==> src/sv/hsv2rgb_pkg.sv <==
// ----------------------------------------------------------------------------
// hsv2rgb_pkg: shared types and constants for the HSV to RGB converter
// Pixel structs, fixed-point formats, sector codes and the hue reciprocal.
// ----------------------------------------------------------------------------
`default_nettype none

package hsv2rgb_pkg;

    // Unit fractions: 12 fraction bits, 4096 = 1.0, 13 bits to hold 1.0
    localparam int UNIT_BITS = 12;
    localparam int UNIT_W    = UNIT_BITS + 1;
    localparam logic [UNIT_W-1:0] UNIT_ONE = UNIT_W'(1) << UNIT_BITS;

    // Hue: degrees times 64
    localparam int HUE_W       = 15;
    localparam int SECTOR_SPAN = 3840;
    localparam int SECTOR_MAX  = 8;     // largest raw sector a 15-bit hue reaches
    localparam int RAW_SEC_W   = 4;
    localparam int REM_W       = 12;    // hue mod 3840 stays below 4096

    // Sector fraction f, FRAC_BITS fraction bits (8 to 16)
    localparam int FRAC_BITS = 12;
    localparam logic [FRAC_BITS:0] F_ONE = (FRAC_BITS+1)'(1) << FRAC_BITS;

    // f = floor(rem * 2^FRAC_BITS / 3840) = (rem * RECIP) >> RECIP_SHIFT.
    // The rounded-up reciprocal errs by less than 1/3840 over the rem range.
    localparam int      RECIP_SHIFT = 24;
    localparam int      RECIP_W     = FRAC_BITS + 13;
    localparam longint  RECIP_L     =
        ((longint'(1) << (FRAC_BITS + RECIP_SHIFT)) + SECTOR_SPAN - 1) / SECTOR_SPAN;
    localparam logic [RECIP_W-1:0] RECIP = RECIP_W'(RECIP_L);
    localparam int      FPROD_W     = REM_W + RECIP_W;

    // Sixty-degree sectors of the color wheel
    typedef enum logic [2:0] {
        SEC_RED_YELLOW    = 3'd0,
        SEC_YELLOW_GREEN  = 3'd1,
        SEC_GREEN_CYAN    = 3'd2,
        SEC_CYAN_BLUE     = 3'd3,
        SEC_BLUE_MAGENTA  = 3'd4,
        SEC_MAGENTA_RED   = 3'd5
    } t_sector;

    typedef struct packed {
        logic [HUE_W-1:0]  hue;
        logic [UNIT_W-1:0] saturation;
        logic [UNIT_W-1:0] brightness;
    } t_hsv_pixel;

    typedef struct packed {
        logic [UNIT_W-1:0] red;
        logic [UNIT_W-1:0] green;
        logic [UNIT_W-1:0] blue;
    } t_rgb_pixel;

endpackage

`default_nettype wire

==> src/sv/hsv2rgb_scale.sv <==
// ----------------------------------------------------------------------------
// hsv2rgb_scale: value times one-minus-k
// Forms floor(v * (1.0 - k)) in 12-bit unit fractions, k no larger than 1.0.
// ----------------------------------------------------------------------------
`default_nettype none

module hsv2rgb_scale (
    input  wire logic [hsv2rgb_pkg::UNIT_W-1:0] i_val,
    input  wire logic [hsv2rgb_pkg::UNIT_W-1:0] i_k,
    output logic      [hsv2rgb_pkg::UNIT_W-1:0] o_res
);

    logic [hsv2rgb_pkg::UNIT_W-1:0]   one_minus_k;
    logic [2*hsv2rgb_pkg::UNIT_W-1:0] prod;

    assign one_minus_k = hsv2rgb_pkg::UNIT_ONE - i_k;
    assign prod        = i_val * one_minus_k;
    // Drop the fraction bits (floor)
    assign o_res = prod[hsv2rgb_pkg::UNIT_BITS +: hsv2rgb_pkg::UNIT_W];

endmodule

`default_nettype wire

==> src/sv/hsv_to_rgb_convert.sv <==
// ----------------------------------------------------------------------------
// hsv_to_rgb_convert: streaming HSV to RGB pixel converter
// Five-stage pipeline turning hue/saturation/value into red/green/blue.
// ----------------------------------------------------------------------------
//
//  Channel  | Valid        | Ready        | Payload                | Dir
//  ---------+--------------+--------------+------------------------+-----
//  pixel in | i_in_valid   | o_in_ready   | i_in_data  (HSV)       | in
//  pixel out| o_out_valid  | i_out_ready  | o_out_data (RGB)       | out
//
// Throughput is one pixel per cycle when the output is not stalled.
// Stages: sector split, f and p, s*f products, q and t products,
// sector routing into the output register.
// Reset (i_rst_n low, synchronous) clears only the stage valid bits.
// A stall at the output backs up stage by stage: a stage advances when it
// is empty or the stage after it advances, so bubbles are squeezed out and
// nothing is dropped or repeated.
// ----------------------------------------------------------------------------
`default_nettype none

module hsv_to_rgb_convert (
    input  wire logic                    i_clk,
    input  wire logic                    i_rst_n,
    input  wire logic                    i_in_valid,
    output logic                         o_in_ready,
    input  wire hsv2rgb_pkg::t_hsv_pixel i_in_data,
    output logic                         o_out_valid,
    input  wire logic                    i_out_ready,
    output hsv2rgb_pkg::t_rgb_pixel      o_out_data
);

    localparam int UW = hsv2rgb_pkg::UNIT_W;
    localparam int FB = hsv2rgb_pkg::FRAC_BITS;

    // ------------------------------------------------------------------
    // Stage valid bits and advance chain
    // ------------------------------------------------------------------
    logic r_s1_valid, r_s2_valid, r_s3_valid, r_s4_valid, r_out_valid;
    logic adv1, adv2, adv3, adv4, adv5;

    assign adv5 = !r_out_valid || i_out_ready;
    assign adv4 = !r_s4_valid  || adv5;
    assign adv3 = !r_s3_valid  || adv4;
    assign adv2 = !r_s2_valid  || adv3;
    assign adv1 = !r_s1_valid  || adv2;

    assign o_in_ready  = adv1;
    assign o_out_valid = r_out_valid;

    always_ff @(posedge i_clk) begin
        if (!i_rst_n) begin
            r_s1_valid  <= 1'b0;
            r_s2_valid  <= 1'b0;
            r_s3_valid  <= 1'b0;
            r_s4_valid  <= 1'b0;
            r_out_valid <= 1'b0;
        end else begin
            if (adv1) r_s1_valid  <= i_in_valid;
            if (adv2) r_s2_valid  <= r_s1_valid;
            if (adv3) r_s3_valid  <= r_s2_valid;
            if (adv4) r_s4_valid  <= r_s3_valid;
            if (adv5) r_out_valid <= r_s4_valid;
        end
    end

    // ------------------------------------------------------------------
    // Stage 1: clamp s and v, split hue into sector and remainder
    // ------------------------------------------------------------------
    logic [UW-1:0]                          sat_clamp, val_clamp;
    logic [hsv2rgb_pkg::RAW_SEC_W-1:0]      raw_sector;
    logic [hsv2rgb_pkg::HUE_W-1:0]          sector_base;
    logic [hsv2rgb_pkg::HUE_W-1:0]          hue_rem;
    hsv2rgb_pkg::t_sector                   sector_wrap;

    assign sat_clamp = (i_in_data.saturation > hsv2rgb_pkg::UNIT_ONE) ?
                       hsv2rgb_pkg::UNIT_ONE : i_in_data.saturation;
    assign val_clamp = (i_in_data.brightness > hsv2rgb_pkg::UNIT_ONE) ?
                       hsv2rgb_pkg::UNIT_ONE : i_in_data.brightness;

    // Independent threshold compares; the highest one passed wins
    always_comb begin
        raw_sector  = '0;
        sector_base = '0;
        for (int k = 1; k <= hsv2rgb_pkg::SECTOR_MAX; k++) begin
            if (i_in_data.hue >= hsv2rgb_pkg::HUE_W'(k * hsv2rgb_pkg::SECTOR_SPAN)) begin
                raw_sector  = hsv2rgb_pkg::RAW_SEC_W'(k);
                sector_base = hsv2rgb_pkg::HUE_W'(k * hsv2rgb_pkg::SECTOR_SPAN);
            end
        end
    end

    assign hue_rem = i_in_data.hue - sector_base;

    // 360 degrees and above wrap around the wheel once
    always_comb begin
        if (raw_sector >= hsv2rgb_pkg::RAW_SEC_W'(6)) begin
            sector_wrap = hsv2rgb_pkg::t_sector'(3'(raw_sector - hsv2rgb_pkg::RAW_SEC_W'(6)));
        end else begin
            sector_wrap = hsv2rgb_pkg::t_sector'(raw_sector[2:0]);
        end
    end

    logic [UW-1:0]                  r_s1_sat, r_s1_val;
    logic [hsv2rgb_pkg::REM_W-1:0]  r_s1_rem;
    hsv2rgb_pkg::t_sector           r_s1_sector;
    logic                           r_s1_grey;

    always_ff @(posedge i_clk) begin
        if (adv1) begin
            r_s1_sat    <= sat_clamp;
            r_s1_val    <= val_clamp;
            r_s1_rem    <= hue_rem[hsv2rgb_pkg::REM_W-1:0];
            r_s1_sector <= sector_wrap;
            r_s1_grey   <= (sat_clamp == '0);
        end
    end

    // ------------------------------------------------------------------
    // Stage 2: f from remainder by reciprocal multiply; p = v(1-s)
    // ------------------------------------------------------------------
    logic [hsv2rgb_pkg::FPROD_W-1:0] f_prod;
    logic [UW-1:0]                   pv;

    assign f_prod = r_s1_rem * hsv2rgb_pkg::RECIP;

    hsv2rgb_scale u_scale_p (
        .i_val (r_s1_val),
        .i_k   (r_s1_sat),
        .o_res (pv)
    );

    logic [FB-1:0]          r_s2_f;
    logic [UW-1:0]          r_s2_sat, r_s2_val, r_s2_pv;
    hsv2rgb_pkg::t_sector   r_s2_sector;
    logic                   r_s2_grey;

    always_ff @(posedge i_clk) begin
        if (adv2) begin
            r_s2_f      <= f_prod[hsv2rgb_pkg::RECIP_SHIFT +: FB];
            r_s2_sat    <= r_s1_sat;
            r_s2_val    <= r_s1_val;
            r_s2_pv     <= pv;
            r_s2_sector <= r_s1_sector;
            r_s2_grey   <= r_s1_grey;
        end
    end

    // ------------------------------------------------------------------
    // Stage 3: s*f and s*(1-f), truncated to unit fractions
    // ------------------------------------------------------------------
    logic [FB:0]        f_comp;
    logic [UW+FB-1:0]   sf_prod;
    logic [UW+FB:0]     sg_prod;

    assign f_comp  = hsv2rgb_pkg::F_ONE - {1'b0, r_s2_f};
    assign sf_prod = r_s2_sat * r_s2_f;
    assign sg_prod = r_s2_sat * f_comp;

    logic [UW-1:0]          r_s3_sf, r_s3_sg, r_s3_val, r_s3_pv;
    hsv2rgb_pkg::t_sector   r_s3_sector;
    logic                   r_s3_grey;

    always_ff @(posedge i_clk) begin
        if (adv3) begin
            r_s3_sf     <= sf_prod[FB +: UW];
            r_s3_sg     <= sg_prod[FB +: UW];     // never above s, fits a unit
            r_s3_val    <= r_s2_val;
            r_s3_pv     <= r_s2_pv;
            r_s3_sector <= r_s2_sector;
            r_s3_grey   <= r_s2_grey;
        end
    end

    // ------------------------------------------------------------------
    // Stage 4: q = v(1-sf), t = v(1-s(1-f))
    // ------------------------------------------------------------------
    logic [UW-1:0] qv, tv;

    hsv2rgb_scale u_scale_q (
        .i_val (r_s3_val),
        .i_k   (r_s3_sf),
        .o_res (qv)
    );

    hsv2rgb_scale u_scale_t (
        .i_val (r_s3_val),
        .i_k   (r_s3_sg),
        .o_res (tv)
    );

    logic [UW-1:0]          r_s4_qv, r_s4_tv, r_s4_val, r_s4_pv;
    hsv2rgb_pkg::t_sector   r_s4_sector;
    logic                   r_s4_grey;

    always_ff @(posedge i_clk) begin
        if (adv4) begin
            r_s4_qv     <= qv;
            r_s4_tv     <= tv;
            r_s4_val    <= r_s3_val;
            r_s4_pv     <= r_s3_pv;
            r_s4_sector <= r_s3_sector;
            r_s4_grey   <= r_s3_grey;
        end
    end

    // ------------------------------------------------------------------
    // Stage 5: route v, p, q, t by sector; grey passes v to all three
    // ------------------------------------------------------------------
    hsv2rgb_pkg::t_rgb_pixel rgb_sel;

    always_comb begin
        rgb_sel = '{red: r_s4_val, green: r_s4_val, blue: r_s4_val};
        if (!r_s4_grey) begin
            unique case (r_s4_sector)
                hsv2rgb_pkg::SEC_RED_YELLOW:
                    rgb_sel = '{red: r_s4_val, green: r_s4_tv,  blue: r_s4_pv};
                hsv2rgb_pkg::SEC_YELLOW_GREEN:
                    rgb_sel = '{red: r_s4_qv,  green: r_s4_val, blue: r_s4_pv};
                hsv2rgb_pkg::SEC_GREEN_CYAN:
                    rgb_sel = '{red: r_s4_pv,  green: r_s4_val, blue: r_s4_tv};
                hsv2rgb_pkg::SEC_CYAN_BLUE:
                    rgb_sel = '{red: r_s4_pv,  green: r_s4_qv,  blue: r_s4_val};
                hsv2rgb_pkg::SEC_BLUE_MAGENTA:
                    rgb_sel = '{red: r_s4_tv,  green: r_s4_pv,  blue: r_s4_val};
                default:
                    rgb_sel = '{red: r_s4_val, green: r_s4_pv,  blue: r_s4_qv};
            endcase
        end
    end

    hsv2rgb_pkg::t_rgb_pixel r_out_data;

    always_ff @(posedge i_clk) begin
        if (adv5) begin
            r_out_data <= rgb_sel;
        end
    end

    assign o_out_data = r_out_data;

endmodule

`default_nettype wire
==> config.mk <==
export PLATFORM = sky130hd
export DESIGN_NAME = hsv_to_rgb_convert
export DESIGN_NICKNAME = d
export VERILOG_FILES = /design/src/sv/hsv2rgb_pkg.sv /design/src/sv/hsv2rgb_scale.sv /design/src/sv/hsv_to_rgb_convert.sv
export SDC_FILE = /design/constraint.sdc
export NUM_CORES = 2
export LEC_CHECK = 0
export ABC_AREA = 1
export BUFFER_PORTS_ARGS = -buffer_cell sky130_fd_sc_hd__buf_2
export CAP_MARGIN = 30
export CORE_MARGIN = 2
export CORE_UTILIZATION = 65
export CTS_CLUSTER_SIZE = 8
export DETAILED_ROUTE_END_ITERATION = 12
export PLACE_DENSITY = 0.85
export SLEW_MARGIN = 20
export SYNTH_ARGS = -nofsm -noshare
export SYNTH_HDL_FRONTEND = slang
export SYNTH_SLANG_ARGS = --single-unit
==> constraint.sdc <==
create_clock -name i_clk -period 12.35 [get_ports i_clk]
set_input_delay 1.8525 -clock i_clk [delete_from_list [all_inputs] [get_ports i_clk]]
set_output_delay 1.8525 -clock i_clk [all_outputs]
set_load 0.005 [all_outputs]
==> impl_metrics.ini <==
[sta]
setup_slack_ns = 5.73
period_minus_slack_ns = 6.62
setup_viol = 0
slew_viol_final = 0
fin_setup_tns_ns = 0
hold_slack_ns = 0.410
skew_ns = 0.0350
tightest_slew_ns = 0.993
rsz0062_at_grt = no
hold_violations = 0
fin_crit_sh_pct = 53.6
slew_headroom_pct = 33.8
fmax_ghz = 0.151

[critical_path]
worst-r2r-cell-count = 29
crit_top_cell = nand2_1
rr_startpoint = r_s1_sat[0]
cp.arrival_ns = 6.89
cp.required_ns = 12.63
critical_path_peak_fanout = 15
slowest_delay_ns = 0.67
crit_slowest_cell = edfxtp_1
path_class = register to register
worst_setup_path_end_kind = register
r2r-end = r_s2_pv[12]
regToRegSetupSlack_ns = 5.73
worst_setup_path_start_kind = register

[layout]
fin_nets = 6013
areaGrowthSynthToFinish_pct = 5.70
largest_reg_flops = 39
drive_above_1_share_pct = 4.33
antenna_cells = 0

[floorplan]
dieArea_sq_mm = 0.0632
initial_utilization_pct = 65.9
core_sq_mm = 0.0604
die_y_um = 251
die_width_um = 251
pin_count = 86
rows = 90

[grt]
grt_overflow = 0
grt_pass1_wl_um = 168000
antenna_found_initial = 1
grt_pass1_vias = 34100
grt_max_degree = 59
grt_use_total_pct = 33.5

[clock_network]
numCtsBuffers = 38
cts_resized = 0
cts-root-buf = clkbuf_16
post_cts_buffers = 0
clk_pin_slew_ns = 0.05
htree_levels = 2
cts.sinks = 253
cts_tree = built
hold_buffers = 0
cts_buffer_depth = 3
clock_latency_ns = 0.57

[yosys]
ys_async_sr_fraction_pct = 0
synth_top_family_by_area = adder cells
synthMuxAreaShare_pct = 0
synth_top_area_share_pct = 30.2
synth.avg_cell_area_sq_um = 8.00
synth_seq_cells = 253
synth.area.top_cells = fa_1 30%, edfxtp_1 19%, nand2_1 12%
synth_compound_area_share_pct = 4.94
syn_inst = 4969
synth_top_cell_by_area = fa_1
synthFlopType = edfxtp_1
yosysUniqueCellTypes = 53
yosys.area_share.xor_xnor_pct = 1.18
synth_adder_area_share_pct = 41.9
ys_seq_area_share_pct = 19.0
synthTopCellsByCount = 1248 x nand2_1, 1213 x inv_1, 600 x fa_1
synth-edff-count = 248
syn_nets = 5986
yosysWarnings = 0
synth.most_common_cell = nand2_1
synth_area_sq_mm = 0.0398
synth-simple-area-share_pct = 20.0

[min_path]
whs_endpoint = r_s3_val[0]
holdPathStages = 0
min-delay-start = r_s2_val[0]
hp-class = register to register

[placement]
dp_hpwl_um = 80500
dp_slack_ns = 5.92
gp_congestion = 0.976
io_buffers = 85

[routing]
num_vias = 32500
dr.first_iter.drc_count = 2864
ant_nets = 0
dr.pass1.iters = 8
routed_wirelength_um = 102000
via_per_inst = 5.61
drcViolationCount = 0
routedWlPerCell_um = 17.6

[run]
max_cap_viol_count = 0

[run_status]
status = completed
critical path, delay by kind of cell, from the launching register on:
kind,cells,cell delay [ns]
fa+ha+maj,7,2.97
simple gates,14,1.68
compound gates,1,0.35
flops,1,0.67
buf+inv,7,0.65
routing by layer:
metal  GRT usage [%]  part of all wire [%]  up-vias  wire, um
met1            42.8                    38    15500     38600
met2            56.4                    48     1641     49100
li1                -                     -    15000         -
met3            5.86                   9.8      336     10000
met5               0                     0        -         0
met4            14.0                   4.1        0      4180
how the worst max path moves through the flow:
stage,cells past startpoint,endpoint,startpoint
finish,29,r_s2_pv[12],r_s1_sat[0]
global route,29,r_s2_pv[12],r_s1_sat[0]
CTS,29,r_s2_pv[12],r_s1_sat[0]
detailed placement,29,r_s2_pv[12],r_s1_sat[0]
global placement,29,r_s2_pv[12],r_s1_sat[0]
floorplan,8,o_in_ready,i_out_ready
logic make-up after synthesis:
logic type,Yosys count
AO/OA/AOI/OAI,360
XOR/XNOR,51
adder cells (fa/ha/maj),972
buffers and inverters,1366
flip-flops,253
AND/OR/NAND/NOR,1967
cells in the final DEF (no fill, tap or decap), types with 5 or more instances in the layout:
cell type	n
o21bai_1	9
o21ai_0	132
xnor2_1	24
ha_1	372
nand4_1	24
o22ai_1	8
nand3_1	170
xor2_1	24
a21o_1	12
nand2_2	8
a21oi_1	165
nor2_4	5
edfxtp_1	248
dfxtp_1	5
clkbuf_1	14
fa_1	600
nor3_1	35
inv_2	13
clkinv_1	8
nand3b_1	7
buf_2	85
clkbuf_16	39
nor4_1	15
nor2_1	420
nand2_1	1247
o21a_1	6
buf_4	33
inv_1	1210
or2_2	7
o211ai_1	5
and2_1	8
stage by stage:
step / std cells / cell area, sq um / utilization (%)
final: 5796 / 42000 / 69.6
after global routing: 5796 / 42000 / 69.6
after CTS: 5790 / 41900 / 69.5
after detailed placement: 5732 / 40900 / 67.7
after global placement: 5728 / 40800 / 67.6
after floorplan: 4969 / 39800 / -
final cells by class:
type | instances | area, sq um
Clock buffer | 53 | 1030
Clock inverter | 5 | 42.5
Fill cell | 4671 | 18300
Inverter | 1230 | 4620
Multi-Input combinational cell | 3350 | 27000
Sequential cell | 253 | 7550
Tap cell | 782 | 978
Timing Repair Buffer | 123 | 758
Power is left out: the tool's default activity adds up to more than one toggle a clock period on the data nets, which glitch-free logic cannot reach.
